<file path="src/qmm_pkg.sv">
// Shared types, constants and helper functions of the quad motor mixer.
package qmm_pkg;

  // Pipeline depths
  localparam int MIX_LAT     = 2;
  localparam int SQRT_STAGES = 16;
  localparam int DIV_BITS    = 15;
  localparam int DUTY_LAT    = DIV_BITS + 6;
  localparam int TOTAL_LAT   = MIX_LAT + SQRT_STAGES + DUTY_LAT;
  localparam int FLAG_DLY    = SQRT_STAGES + DUTY_LAT;

  localparam int ADDR_W = 5;

  // Largest squared speed kept, Q32.16
  localparam logic [47:0] SQ_LIMIT = 48'hFFFF_FFFF_FFFF;

  // x/100 as (x*RECIP) >> RECIP_SHIFT, exact for x < 2^23
  localparam logic [23:0] RECIP       = 24'd10737419;
  localparam int          RECIP_SHIFT = 30;

  typedef enum logic [2:0] {
    REG_THRUST_GAIN     = 3'd0,
    REG_ROLL_PITCH_GAIN = 3'd1,
    REG_YAW_GAIN        = 3'd2,
    REG_DUTY_LO         = 3'd3,
    REG_DUTY_HI         = 3'd4,
    REG_SPEED_LO        = 3'd5,
    REG_SPEED_HI        = 3'd6,
    REG_PERIOD          = 3'd7
  } reg_idx_e;

  typedef enum logic [2:0] {
    DUTY_MIN = 3'b001,
    DUTY_MAX = 3'b010,
    DUTY_DIV = 3'b100
  } duty_sel_e;

  typedef struct packed {
    logic [31:0] thrust_gain;
    logic [31:0] roll_pitch_gain;
    logic [31:0] yaw_gain;
    logic [14:0] duty_lo;
    logic [14:0] duty_hi;
    logic [31:0] speed_lo;
    logic [31:0] speed_hi;
    logic [15:0] period;
  } cfg_t;

  typedef struct packed {
    logic [35:0] rem;
    logic [31:0] root;
    logic [63:0] rad;
  } sq_state_t;

  // One digit of the bitwise integer square root
  function automatic sq_state_t sqrt_step(sq_state_t s);
    sq_state_t   res;
    logic [35:0] r2;
    logic [35:0] trial;
    r2    = {s.rem[33:0], s.rad[63:62]};
    trial = {2'b00, s.root, 2'b01};
    if (r2 >= trial) begin
      res.rem  = r2 - trial;
      res.root = {s.root[30:0], 1'b1};
    end else begin
      res.rem  = r2;
      res.root = {s.root[30:0], 1'b0};
    end
    res.rad = {s.rad[61:0], 2'b00};
    return res;
  endfunction

endpackage

</file>
<file path="src/qmm_sqrt.sv">
// Pipelined integer square root of a Q32.16 value into a Q16.16 root, two digits per stage.
module qmm_sqrt (
  input  logic        clk_i,
  input  logic        en_i,
  input  logic [47:0] sq_i,
  output logic [31:0] root_o
);

  qmm_pkg::sq_state_t st_q [qmm_pkg::SQRT_STAGES];

  for (genvar k = 0; k < qmm_pkg::SQRT_STAGES; k++) begin : g_stage
    qmm_pkg::sq_state_t st_in;
    qmm_pkg::sq_state_t st_d;

    if (k == 0) begin : g_first
      assign st_in = '{rem: 36'd0, root: 32'd0, rad: {sq_i, 16'd0}};
    end else begin : g_next
      assign st_in = st_q[k-1];
    end

    assign st_d = qmm_pkg::sqrt_step(qmm_pkg::sqrt_step(st_in));

    always_ff @(posedge clk_i) begin
      if (en_i) begin
        st_q[k] <= st_d;
      end
    end
  end

  assign root_o = st_q[qmm_pkg::SQRT_STAGES-1].root;

endmodule

</file>
<file path="config.mk">
export PLATFORM = sky130hd
export DESIGN_NAME = qmm_sqrt
export DESIGN_NICKNAME = d
export VERILOG_FILES = /design/src/qmm_pkg.sv /design/src/qmm_sqrt.sv
export SDC_FILE = /design/constraint.sdc
export NUM_CORES = 2
export LEC_CHECK = 0
export BUFFER_PORTS_ARGS = -buffer_cell sky130_fd_sc_hd__clkbuf_2
export CAP_MARGIN = 0
export CORE_ASPECT_RATIO = 0.75
export CORE_UTILIZATION = 60
export CTS_BUF_LIST = sky130_fd_sc_hd__clkbuf_8
export CTS_CLUSTER_SIZE = 16
export DETAILED_ROUTE_END_ITERATION = 12
export PLACE_DENSITY = 0.76
export SYNTH_ARGS = -nofsm -noshare
export SYNTH_HDL_FRONTEND = slang
export SYNTH_SLANG_ARGS = --single-unit
</file>
<file path="constraint.sdc">
create_clock -name clk_i -period 14.4 [get_ports clk_i]
set_input_delay 0 -clock clk_i [delete_from_list [all_inputs] [get_ports clk_i]]
set_output_delay 0 -clock clk_i [all_outputs]
set_load 0.005 [all_outputs]
</file>
Word-level counts from Yosys, hierarchy flattened --
Memory sizes are Yosys's and may differ from the RTL's. Index checks and enable logic that the tools add are counted.
Storage, ports and cells: output and inout bits 32, RAM bits 2048, bits in registers 0, memories kept 1
Memories:
- st_q | words 16, bits a word 128, read ports 16, clocked after memory_dff 0, wr ports 16, RTL line qmm_sqrt.sv:9 | qmm_pkg::sq_state_t st_q [qmm_pkg::SQRT_STAGES];
Operators by class: magnitude comparators 32, muxes and demuxes 34, add/subtract/negate cells 32
Operators by type and width (count):
- greater-or-equal comparator 36 x 34 -> 1 bit | 31
- two-way mux 68 bit | 16
- two-way mux 66 bit | 16
- subtractor 36 x 34 -> 36 bit | 16
- subtractor 34 bit | 15
- subtractor 2 x 1 -> 3 bit, second input constant | 1
- greater-or-equal comparator 2 x 1 -> 1 bit, second input constant | 1
- two-way mux 1 bit | 2

Logic depth before layout (Yosys ltp) --
An unclocked memory read counts as a cell.
depth in word-level cells 5, depth in mapped cells 31, depth with buffers taken out 29

Worst setup path before layout --
No wires, ideal clock.
kind reg-to-reg, start point memory st_q[1][733] (netlist name), end point memory st_q[1][876] (netlist name) (data pin), arrival 6.698 ns, path buffers 2, setup time 0.260 ns, slack 7.443 ns, stages on the path, launching flop included 30, cells stage by stage edfxtp_1 inv_1 ha_1 inv_1 fa_1 nor2b_1 o21a_1 o211ai_1 a31oi_1 o21bai_1 a21oi_1 o32a_1 nor2_1 clkbuf_1 mux2i_1 inv_1 ha_1 a21o_1 a21oi_1 o21ai_0 a21oi_1 o21ai_0 a21oi_1 o21a_1 nor3b_1 o41ai_1 o211ai_1 nor3_1 clkbuf_1 mux2_2
RTL lines (RTL line):
- from (decl) | qmm_sqrt.sv:9

==> flow_summary_export.csv <==
group,metric,value,unit
logic_synthesis,syn_area_per_cell,9.774,um2
global_routing,grt-ovfl-total,0,
global_routing,grt_max_degree,180,
global_routing,met3_usage,0.06584,
logic_synthesis,ys_seq_elements,1020,
floorplanning,fp.dieArea,0.1222,mm2
clock_network,cts_resized,0,
finish,top_regs,"st_q x1020",
timing,fin_crit,8.481,ns
finish,drive_gt1_frac,0.07457,
run,cap_violations,0,
clock_network,holdBufCountCts,98,
timing,max_slew_margin,0.1208,
global_routing,busiest_layer,"met1",
pwr,cellPowerDensity,172.8,mW/mm2
placed_design,dp_hpwl,146400,um
setup_path,crit_family,"simple AND/OR/NAND/NOR gates",
setup_path,endpoint_kind,"register",
clock_network,cts_setup_buffers,0,
drt,wl_per_cell,20.42,um
drt,drc_errors,0,
setup_path,path_cells,"inv_1 -> ha_1 -> nand4_1 -> or2_2 -> nor4_1 -> nor3_2 -> nand2_1 -> buf_4 -> clkinv_1 -> o41ai_1 -> ha_1 -> nand4_1 -> or3_1 -> or2_2 -> a2111oi_0 -> o21bai_1 -> a21oi_1 -> nor4_1 -> and3_1 -> buf_4 -> nor4b_1 -> nand3_1 -> xor2_1",
timing,fin_ws,5.919,ns
worst_hold_path,whs_endpoint,"st_q[0][92]$_DFFE_PP_",
global_routing,track_usage,0.3060,
floorplanning,die_w,403.3,um
timing,tns,0,ns
drt,drt_wl_total,191500,um
clock_network,h-tree-depth,4,
clock_network,clk_pin_slew,0.06,ns
setup_path,critPathRequiredTime,15.05,ns
floorplanning,pin_count,82,
floorplanning,die_h,303.0,um
finish,regMostFlops,"st_q",
global_routing,grt_pass1_wl,295300,um
setup_path,timing.reg2reg.setup_slack,5.92,ns
finish,final_nets,8217,
finish,final_util,0.6557,
setup_path,r2r_end,"st_q[1][507]$_DFFE_PP_",
logic_synthesis,synth-async-reset-ratio,0,
placed_design,place_inst,8985,
logic_synthesis,netlist_area,0.07248,mm2
drt,first_iter_violations,6049,
timing,rsz0062_at_grt,"no",
clock_network,numCtsBuffers,161,
pwr,ir_worst_vdd,0.09793,mV
global_routing,use_met1,0.4599,
setup_path,r2r-start,"st_q[1][337]$_DFFE_PP_",
clock_network,cts.path.max_buffers,3,
placed_design,portBuffers,81,
setup_path,worst-path-buf-inv,4,
logic_synthesis,synth-xor-area-share,0.09085,
worst_hold_path,hold_path_class,"in2reg",
drt,viasPerCell,6.143,
logic_synthesis,synth_top_family_by_area,"simple AND/OR/NAND/NOR gates",
logic_synthesis,synthMuxAreaShare,0.02342,
logic_synthesis,yosys.area_share.simple,0.1693,
finish,instances_no_fill,9378,
logic_synthesis,synth-edff-count,1020,
timing,finalHoldViolCount,0,
setup_path,arrival,9.14,ns
placed_design,gp_congestion,0.9656,
timing,worst_slew_pin_slew,1.319,ns
floorplanning,core,0.1199,mm2
timing,setup_viol,0,
drt,num_vias,57610,
setup_path,start_kind,"register",
global_routing,use_met2,0.4444,
logic_synthesis,syn_inst,7416,
setup_path,crit_cells,23,
setup_path,worstSetupPathType,"reg2reg",
clock_network,cts_sinks,1020,
setup_path,r2r_cells,23,
setup_path,cpPeakStageDelay,0.75,ns
global_routing,grt_antenna_before_repair,2,
finish,mostFrequentLayoutCells,"1,020 x edfxtp_1, 614 x nand2_1, 596 x nor2_1",
clock_network,clockRootBuffer,"clkbuf_8",
clock_network,clock_latency,0.91,ns
setup_path,slowest_stage,"clkinv_1",
clock_network,cts_tree,"built",
finish,syn2layout_area_growth,8.446,%
placed_design,pre_cts_slack,6.053,ns
floorplanning,num_rows,110,
logic_synthesis,synthesis.yosys.warnings,0,
logic_synthesis,synth-main-ff-cell,"edfxtp_1",
timing,final.period_utilization,0.5890,
finish,final_common_cell,"edfxtp_1",
logic_synthesis,synth_compound_area_frac,0.1646,
logic_synthesis,ys_types,113,
logic_synthesis,yosysSeqAreaShare,0.4226,
worst_hold_path,whs_path_depth,4,
setup_path,cp_max_fo,38,
global_routing,first_global_vias,52950,
pwr,p_leak,31.30,nW
floorplanning,start_util,0.6046,
status,status,"completed",
timing,skew,0.04272,ns
timing,drv_slew,0,
timing,fmax,0.1179,GHz
logic_synthesis,synth_fa_ha_area_frac,0.09470,
drt,ant_nets,0,
finish,largest_register_ffs,1020,
worst_hold_path,hold_start,"sq_i[44]",
drt,first_pass_iters,6,
through the flow:
stage | total power [mW] | hold slack, ns | area (um2)
4_1_cts | 13.50 | 0.03957 | 78600
3_3_place_gp | 10.92 | 0.1764 | 74570
6_report | 13.58 | 0.1616 | 78610
3_5_place_dp | 11.00 | 0.1786 | 74570
5_1_grt | 14.48 | 0.1438 | 78610
2_1_floorplan | 9.368 | 0.09887 | 72490
worst max path at each step:
stage,start,end
after global placement,st_q[1][369]$_DFFE_PP_,st_q[1][507]$_DFFE_PP_
after global routing,st_q[1][337]$_DFFE_PP_,st_q[1][507]$_DFFE_PP_
final,st_q[1][337]$_DFFE_PP_,st_q[1][507]$_DFFE_PP_
after floorplan,st_q[1][733]$_DFFE_PP_,st_q[1][876]$_DFFE_PP_
after CTS,st_q[1][337]$_DFFE_PP_,st_q[1][507]$_DFFE_PP_
after detailed placement,st_q[1][337]$_DFFE_PP_,st_q[1][507]$_DFFE_PP_
logic make-up after synthesis:
family,after synthesis
mux,154
flops,1020
fa+ha+maj,545
simple gates,2428
xor+xnor,751
other cells,1
buf+inv,654
compound gates,1863
cell usage after synthesis, types with 101 or more instances:
cell / n / area, um2
nor3_1: 193 / 965.9
ha_1: 539 / 6744
nor2_1: 597 / 2241
inv_1: 475 / 1783
a21oi_1: 572 / 2863
mux2_2: 122 / 1374
o21ai_0: 386 / 1932
nand2_1: 614 / 2305
xor2_1: 263 / 2303
edfxtp_1: 1020 / 30630
a21o_1: 258 / 1937
xnor2_1: 487 / 4265
nand4_1: 101 / 631.9
nand3_1: 191 / 955.9
clkbuf_1: 134 / 503.0
final cells by class:
type / count / area [um2]
inverter: 483 / 1813
clock buffer: 164 / 2257
timing repair buffer: 212 / 1682
clock inverter: 128 / 790.8
fill: 9546 / 41270
sequential: 1020 / 30630
antenna: 3 / 7.507
tap: 1624 / 2032
multi-input combinational: 5744 / 39390
power by group:
group          total [mW]  internal [mW]  switching [mW]
Clock                2.41           1.21            1.20
Combinational        6.61           2.76            3.85
Sequential           4.56           4.07           0.496
layer usage:
layer  wire length, um  up-vias
met4              3992        0
met3             16810      286
li1                  -    27850
met2             80290     2158
met1             90450    27310
met5                 0        -
worst min-delay path: stages:
cell and delay [ns]:
dlygate4sd3_1 0.53, clkbuf_2 0.15, inv_1 0.12, xnor2_1 0.14
Note: power is estimated with default switching activity, not from simulation.
