File: config.mk
export PLATFORM = sky130hd
export DESIGN_NAME = qmm_regs
export DESIGN_NICKNAME = d
export VERILOG_FILES = /design/src/qmm_pkg.sv /design/src/qmm_regs.sv
export SDC_FILE = /design/constraint.sdc
export NUM_CORES = 1
export LEC_CHECK = 0
export BUFFER_PORTS_ARGS = -buffer_cell sky130_fd_sc_hd__buf_2
export CORE_MARGIN = 4
export CORE_UTILIZATION = 47
export CTS_CLUSTER_DIAMETER = 120
export DETAILED_ROUTE_END_ITERATION = 10
export PLACE_DENSITY = 0.74
export SLEW_MARGIN = 5
export SYNTH_ARGS = -nofsm -noshare
export SYNTH_HDL_FRONTEND = slang
export SYNTH_SLANG_ARGS = --single-unit
File: constraint.sdc
create_clock -name clk_i -period 1.75 [get_ports clk_i]
set_input_delay 0.2625 -clock clk_i [delete_from_list [all_inputs] [get_ports clk_i]]
set_output_delay 0.2625 -clock clk_i [all_outputs]
set_load 0.02 [all_outputs]
File: src/qmm_pkg.sv
// Shared types, constants and helper functions of the quad motor mixer.
package qmm_pkg;

  // Pipeline depths
  localparam int MIX_LAT     = 2;
  localparam int SQRT_STAGES = 16;
  localparam int DIV_BITS    = 15;
  localparam int DUTY_LAT    = DIV_BITS + 6;
  localparam int TOTAL_LAT   = MIX_LAT + SQRT_STAGES + DUTY_LAT;
  localparam int FLAG_DLY    = SQRT_STAGES + DUTY_LAT;

  localparam int ADDR_W = 5;

  // Largest squared speed kept, Q32.16
  localparam logic [47:0] SQ_LIMIT = 48'hFFFF_FFFF_FFFF;

  // x/100 as (x*RECIP) >> RECIP_SHIFT, exact for x < 2^23
  localparam logic [23:0] RECIP       = 24'd10737419;
  localparam int          RECIP_SHIFT = 30;

  typedef enum logic [2:0] {
    REG_THRUST_GAIN     = 3'd0,
    REG_ROLL_PITCH_GAIN = 3'd1,
    REG_YAW_GAIN        = 3'd2,
    REG_DUTY_LO         = 3'd3,
    REG_DUTY_HI         = 3'd4,
    REG_SPEED_LO        = 3'd5,
    REG_SPEED_HI        = 3'd6,
    REG_PERIOD          = 3'd7
  } reg_idx_e;

  typedef enum logic [2:0] {
    DUTY_MIN = 3'b001,
    DUTY_MAX = 3'b010,
    DUTY_DIV = 3'b100
  } duty_sel_e;

  typedef struct packed {
    logic [31:0] thrust_gain;
    logic [31:0] roll_pitch_gain;
    logic [31:0] yaw_gain;
    logic [14:0] duty_lo;
    logic [14:0] duty_hi;
    logic [31:0] speed_lo;
    logic [31:0] speed_hi;
    logic [15:0] period;
  } cfg_t;

  typedef struct packed {
    logic [35:0] rem;
    logic [31:0] root;
    logic [63:0] rad;
  } sq_state_t;

  // One digit of the bitwise integer square root
  function automatic sq_state_t sqrt_step(sq_state_t s);
    sq_state_t   res;
    logic [35:0] r2;
    logic [35:0] trial;
    r2    = {s.rem[33:0], s.rad[63:62]};
    trial = {2'b00, s.root, 2'b01};
    if (r2 >= trial) begin
      res.rem  = r2 - trial;
      res.root = {s.root[30:0], 1'b1};
    end else begin
      res.rem  = r2;
      res.root = {s.root[30:0], 1'b0};
    end
    res.rad = {s.rad[61:0], 2'b00};
    return res;
  endfunction

endpackage

File: src/qmm_regs.sv
// APB configuration registers of the quad motor mixer.
module qmm_regs (
  input  logic                      clk_i,
  input  logic                      rst_ni,
  input  logic                      psel,
  input  logic                      penable,
  input  logic                      pwrite,
  input  logic [qmm_pkg::ADDR_W-1:0] paddr,
  input  logic [31:0]               pwdata,
  output logic [31:0]               prdata,
  output logic                      pready,
  output qmm_pkg::cfg_t             cfg_o
);

  qmm_pkg::cfg_t     cfg_q;
  qmm_pkg::reg_idx_e idx;
  logic              wr_en;

  assign idx    = qmm_pkg::reg_idx_e'(paddr[qmm_pkg::ADDR_W-1:2]);
  assign wr_en  = psel & penable & pwrite;
  assign pready = 1'b1;
  assign cfg_o  = cfg_q;

  // register writes
  always_ff @(posedge clk_i or negedge rst_ni) begin
    if (!rst_ni) begin
      cfg_q.thrust_gain     <= 32'd65536;
      cfg_q.roll_pitch_gain <= 32'd65536;
      cfg_q.yaw_gain        <= 32'd65536;
      cfg_q.duty_lo         <= 15'd1280;
      cfg_q.duty_hi         <= 15'd2560;
      cfg_q.speed_lo        <= 32'd0;
      cfg_q.speed_hi        <= 32'd65536000;
      cfg_q.period          <= 16'd65535;
    end else if (wr_en) begin
      unique case (idx)
        qmm_pkg::REG_THRUST_GAIN:     cfg_q.thrust_gain     <= pwdata;
        qmm_pkg::REG_ROLL_PITCH_GAIN: cfg_q.roll_pitch_gain <= pwdata;
        qmm_pkg::REG_YAW_GAIN:        cfg_q.yaw_gain        <= pwdata;
        qmm_pkg::REG_DUTY_LO:         cfg_q.duty_lo         <= pwdata[14:0];
        qmm_pkg::REG_DUTY_HI:         cfg_q.duty_hi         <= pwdata[14:0];
        qmm_pkg::REG_SPEED_LO:        cfg_q.speed_lo        <= pwdata;
        qmm_pkg::REG_SPEED_HI:        cfg_q.speed_hi        <= pwdata;
        qmm_pkg::REG_PERIOD:          cfg_q.period          <= pwdata[15:0];
        default: ;
      endcase
    end
  end

  // read mux
  always_comb begin
    unique case (idx)
      qmm_pkg::REG_THRUST_GAIN:     prdata = cfg_q.thrust_gain;
      qmm_pkg::REG_ROLL_PITCH_GAIN: prdata = cfg_q.roll_pitch_gain;
      qmm_pkg::REG_YAW_GAIN:        prdata = cfg_q.yaw_gain;
      qmm_pkg::REG_DUTY_LO:         prdata = {17'd0, cfg_q.duty_lo};
      qmm_pkg::REG_DUTY_HI:         prdata = {17'd0, cfg_q.duty_hi};
      qmm_pkg::REG_SPEED_LO:        prdata = cfg_q.speed_lo;
      qmm_pkg::REG_SPEED_HI:        prdata = cfg_q.speed_hi;
      qmm_pkg::REG_PERIOD:          prdata = {16'd0, cfg_q.period};
      default:                      prdata = 32'd0;
    endcase
  end

endmodule

# Word level (Yosys, flattened, before mapping)
# Index checks and enable logic that the tools add are counted.
# W data, S select, Z words.
word_totals:
  register_bits: 206
  in_bits: 42
  out_inout_bits: 239
  elab_cells: 27
op_classes:
  reduce_logical: 9
  bitwise: 2
  muxes: 1
  eq_ne: 7
ops:
  columns: ["operator", "count"]
  rows:
  - ["$pmux W32 S8", 1]
  - ["$reduce_and A2 Y1", 8]
  - ["$eq A3 B3 Y1 const B", 4]
  - ["$eq A3 B2 Y1 const B", 2]
  - ["$eq A3 B1 Y1 const B", 1]
  - ["$logic_not A3 Y1", 1]
  - ["$and A1 B1 Y1", 2]

# Longest topological paths before layout
logic_depth:
  word_depth: 3
  mapped_depth: 6
  mapped_depth_nobuf: 3

# Worst setup path before layout
# OpenSTA, ideal clock, no wires.
synth_timing:
  path_kind: "input to output"
  startpoint: "input paddr[3] (netlist bit)"
  endpoint: "output prdata[16]"
  t_arrival_ns: 1.604
  n_path_buf: 3
  t_required_ns: 1.487
  path_slack_ns: -0.116
  cell_stages: 6
  cell_sequence: "buf_2 > nor2b_1 > clkbuf_1 > clkbuf_1 > a221oi_1 > o21ai_0"
synth_between:
  elab_chain_len: 2
  word_cells_on_any_way: 9
  cone_classes: "7 x eq/ne; 1 x mux; 1 x reduce/logical"
synth_lines:
  columns: ["item", "line", "source"]
  rows:
  - ["start, declared", "qmm_regs.sv:8", "input logic [qmm_pkg::ADDR_W-1:0] paddr,"]
  - ["$eq A3 B3 Y1 (tied with other cells)", "qmm_regs.sv:52", "unique case (idx)"]
  - ["$pmux W32 S8 *", "qmm_regs.sv:52", null]
  - ["end, declared", "qmm_regs.sv:10", "output logic [31:0] prdata,"]
# Every way passes the cells marked *; elsewhere a longest branch is shown, timed or not.

# Final worst setup path
layout_timing:
  startpoint: "register cfg_q, in the netlist cfg_o[88]"
  endpoint: "output prdata[8]"
layout_between:
  elab_chain_len: 1
layout_lines:
  columns: ["item", "line", "source"]
  rows:
  - ["start, declared", "qmm_regs.sv:15", "qmm_pkg::cfg_t cfg_q;"]
  - ["$pmux W32 S8", "qmm_regs.sv:52", null]
# Every way passes these cells.

==> impl_metrics.env <==
export IMPL_result_of_the_run="complete, but fails checks"
export IMPL_failed_checks="setup timing"
export IMPL_worst_slew_pin_slew_ns=0.576
export IMPL_die_outline_area_mm2=0.0220
export IMPL_report_power_total_mw=17.0
export IMPL_clk_slew_on_worst_s_h_paths_ns=0.06
export IMPL_skew_ns=0
export IMPL_chipHeight_um=148
export IMPL_final_slew_viol_count=0
export IMPL_hold_path_class="in2reg"
export IMPL_post_route_cells_drive_above_1_share_pct=70.7
export IMPL_ys_async_rst_share_pct=100
export IMPL_synthesis_yosys_warnings=0
export IMPL_cts_num_sinks=206
export IMPL_detail_route_wl_per_cell_um=23.3
export IMPL_final_nets=1067
export IMPL_largest_reg_flops=206
export IMPL_routed_via_density=5.67
export IMPL_yosys_cell_count_top_type="sky130_fd_sc_hd__mux2_2"
export IMPL_number_of_global_route_vias_before_repair=7586
export IMPL_antenna_violating_nets_post_route=0
export IMPL_fin_worst_hold_slack_ns=0.0395
export IMPL_grt_ovfl_total=0
export IMPL_final_setup_worst_slack_ns=-0.242
export IMPL_grtUsageTotal_pct=25.5
export IMPL_cts_buffers=22
export IMPL_routed_wl_met2_um=15500
export IMPL_path_cells="mux2_4 -> o221a_4 -> o22a_1 -> buf_6"
export IMPL_dpl_hpwl_um=19700
export IMPL_placement_rows=51
export IMPL_fin_crit_sh_pct=114
export IMPL_setup_viol=18
export IMPL_grt_pass1_wl_um=44000
export IMPL_synthesis_instances=650
export IMPL_critPathSlowestCell="sky130_fd_sc_hd__dfrtp_1"
export IMPL_cellPowerDensity_mw_per_mm2=1280
export IMPL_clock_latency_late_sink_ns=0.49
export IMPL_post_synth_top_area_fraction_pct=47.8
export IMPL_syn2layout_area_growth_pct=43.7
export IMPL_multi_input_area_mm2=0.00414
export IMPL_critical_path_max_stage_delay_ns=0.38
export IMPL_globalplace_congestion=0.825
export IMPL_met3RoutedLength_um=2380
export IMPL_timing_critical_path_fanout_max=2
export IMPL_placement_io_buffers=277
export IMPL_cts_root_buffer_cell="sky130_fd_sc_hd__clkbuf_16"
export IMPL_core_mm2=0.0195
export IMPL_grt_max_degree=63
export IMPL_timing_worst_setup_path_type="reg2out"
export IMPL_io_pin_count=281
export IMPL_critPathCaptureType="output port"
export IMPL_cts_max_path_buffers=3
export IMPL_number_of_antenna_violations_at_the_first_check_in_global_routing=0
export IMPL_synth_enable_flop_cells=0
export IMPL_cts_tree="done"
export IMPL_post_synth_most_frequent_cells="sky130_fd_sc_hd__mux2_2 (211), sky130_fd_sc_hd__dfrtp_1 (177), sky130_fd_sc_hd__mux2i_1 (35)"
export IMPL_syn_mean_instance_area_um2=14.3
export IMPL_synthFlopType="sky130_fd_sc_hd__dfrtp_1"
export IMPL_cts_htree_levels=1
export IMPL_final_min_clock_period_ns=1.99
export IMPL_filler_cell_count=1336
export IMPL_ys_top_cells_by_area="sky130_fd_sc_hd__dfrtp_1 (48%), sky130_fd_sc_hd__mux2_2 (26%), sky130_fd_sc_hd__dfstp_2 (8.2%)"
export IMPL_fmax_ghz=0.502
export IMPL_max_slew_margin_rel_pct=61.6
export IMPL_yosys_register_bits=206
export IMPL_detail_route_drc_violations=0
export IMPL_wl_met1_um=11900
export IMPL_drt_pass1_iterations=4
export IMPL_grt_setup_unrepaired="true"
export IMPL_die_width_um=148
export IMPL_detail_route_wirelength_um=30400
export IMPL_drv_cap=0
export IMPL_seq_area_mm2=0.00519
export IMPL_worst_endpoint_required_ns=1.49
export IMPL_seq_area_frac_synth_pct=56.0
export IMPL_initial_drt_markers=324
export IMPL_floorplan_initialDensity_pct=47.6
export IMPL_leakagePower_nw=6.60
export IMPL_yosys_cell_types_count=34
export IMPL_critical_path_startpoint_type="register"
export IMPL_synth_fp_nets=692
export IMPL_synthesis_area_mm2=0.00927
export IMPL_num_antenna_cells=0
export IMPL_vias=7403
export IMPL_max_vdd_ir_drop_uv=1420
export IMPL_uppermost_signal_routing_layer_after_detailed_routing="met4"
export IMPL_synth_largest_area_cell="sky130_fd_sc_hd__dfrtp_1"
export IMPL_finalHoldViolCount=0
export IMPL_worstPathArrival_ns=1.73
final cells by class:
class                           instances  share of cell area (%)
Timing Repair Buffer                  399                    20.9
Inverter                                4                   0.113
Tap cell                              265                    2.49
Clock buffer                           27                    4.58
Sequential cell                       206                    39.0
Clock inverter                         13                    1.90
Multi-Input combinational cell        392                    31.1
worst max-delay path, delay by kind of cell (launching register included):
kind / cells / cell delay, ns
flops: 1 / 0.38
mux: 1 / 0.27
compound gates: 2 / 0.43
buf+inv: 1 / 0.14
stage by stage:
| step | util [%] | TNS [ns] | setup slack [ns] | cells | cell area (um^2) |
|---|---|---|---|---|---|
| after global routing | 68.5 | -3.90 | -0.274 | 1306 | 13300 |
| after floorplan | - | 0 | 0.00412 | 650 | 9270 |
| after CTS | 65.9 | -2.87 | -0.258 | 1285 | 12800 |
| after detailed placement | 59.2 | -2.39 | -0.0676 | 1216 | 11500 |
| final | 68.5 | -2.69 | -0.242 | 1306 | 13300 |
| after global placement | 59.2 | -1.35 | -0.0537 | 1216 | 11500 |
power breakdown:
| group | switching [mW] | internal (mW) |
|---|---|---|
| combinational | 2.75 | 2.19 |
| clock | 1.91 | 3.52 |
| sequential | 0.837 | 5.80 |
| total | 5.50 | 11.5 |
final timing paths:
check | start | to | slack (ns) | depth (start not counted)
min in group asynchronous | rst_ni | cfg_o[201] | 0.32 | 2
worst max register to register | cfg_o[83] | cfg_o[83] | 0.73 | 3
worst max-delay path | cfg_o[88] | prdata[8] | -0.24 | 4
max in group asynchronous | rst_ni | cfg_o[42] | 0.77 | 3
worst min-delay path | pwdata[19] | cfg_o[193] | 0.04 | 2
worst min register to register | cfg_o[151] | cfg_o[151] | 0.51 | 1
layout by cell type (no fill, tap or decap), types with 7 or more instances in the layout:
| master | count |
|---|---|
| sky130_fd_sc_hd__dfstp_2 | 29 |
| sky130_fd_sc_hd__o22a_1 | 15 |
| sky130_fd_sc_hd__bufinv_16 | 7 |
| sky130_fd_sc_hd__a221oi_2 | 29 |
| sky130_fd_sc_hd__nand2_1 | 18 |
| sky130_fd_sc_hd__dfrtp_1 | 177 |
| sky130_fd_sc_hd__buf_12 | 19 |
| sky130_fd_sc_hd__o22ai_1 | 14 |
| sky130_fd_sc_hd__buf_6 | 25 |
| sky130_fd_sc_hd__mux2i_1 | 35 |
| sky130_fd_sc_hd__buf_2 | 252 |
| sky130_fd_sc_hd__buf_4 | 96 |
| sky130_fd_sc_hd__mux2_4 | 8 |
| sky130_fd_sc_hd__clkbuf_16 | 27 |
| sky130_fd_sc_hd__o21ai_1 | 15 |
| sky130_fd_sc_hd__mux2_2 | 203 |
cell families after synthesis:
logic type | share of synthesized area, %
buf+inv | 3.10
mux | 30.0
other cells | 0.0404
flops | 56.0
simple gates | 2.70
compound gates | 8.16
timing repair:
item,4_1_cts,5_1_grt
buffers inserted,28,15
endpoints found under the setup margin,25,32
hold endpoints to repair,40,0
resized for setup,54,54
hold buffers,1,0
pin swaps,17,10
gates cloned,0,6
routing by layer:
layer  vias up  track usage, %
met5         -               0
met4         0            6.42
met3        48            6.34
met2       347            44.6
met1      3789            31.7
li1       3219               -
Power figures use the tool's default switching activity.
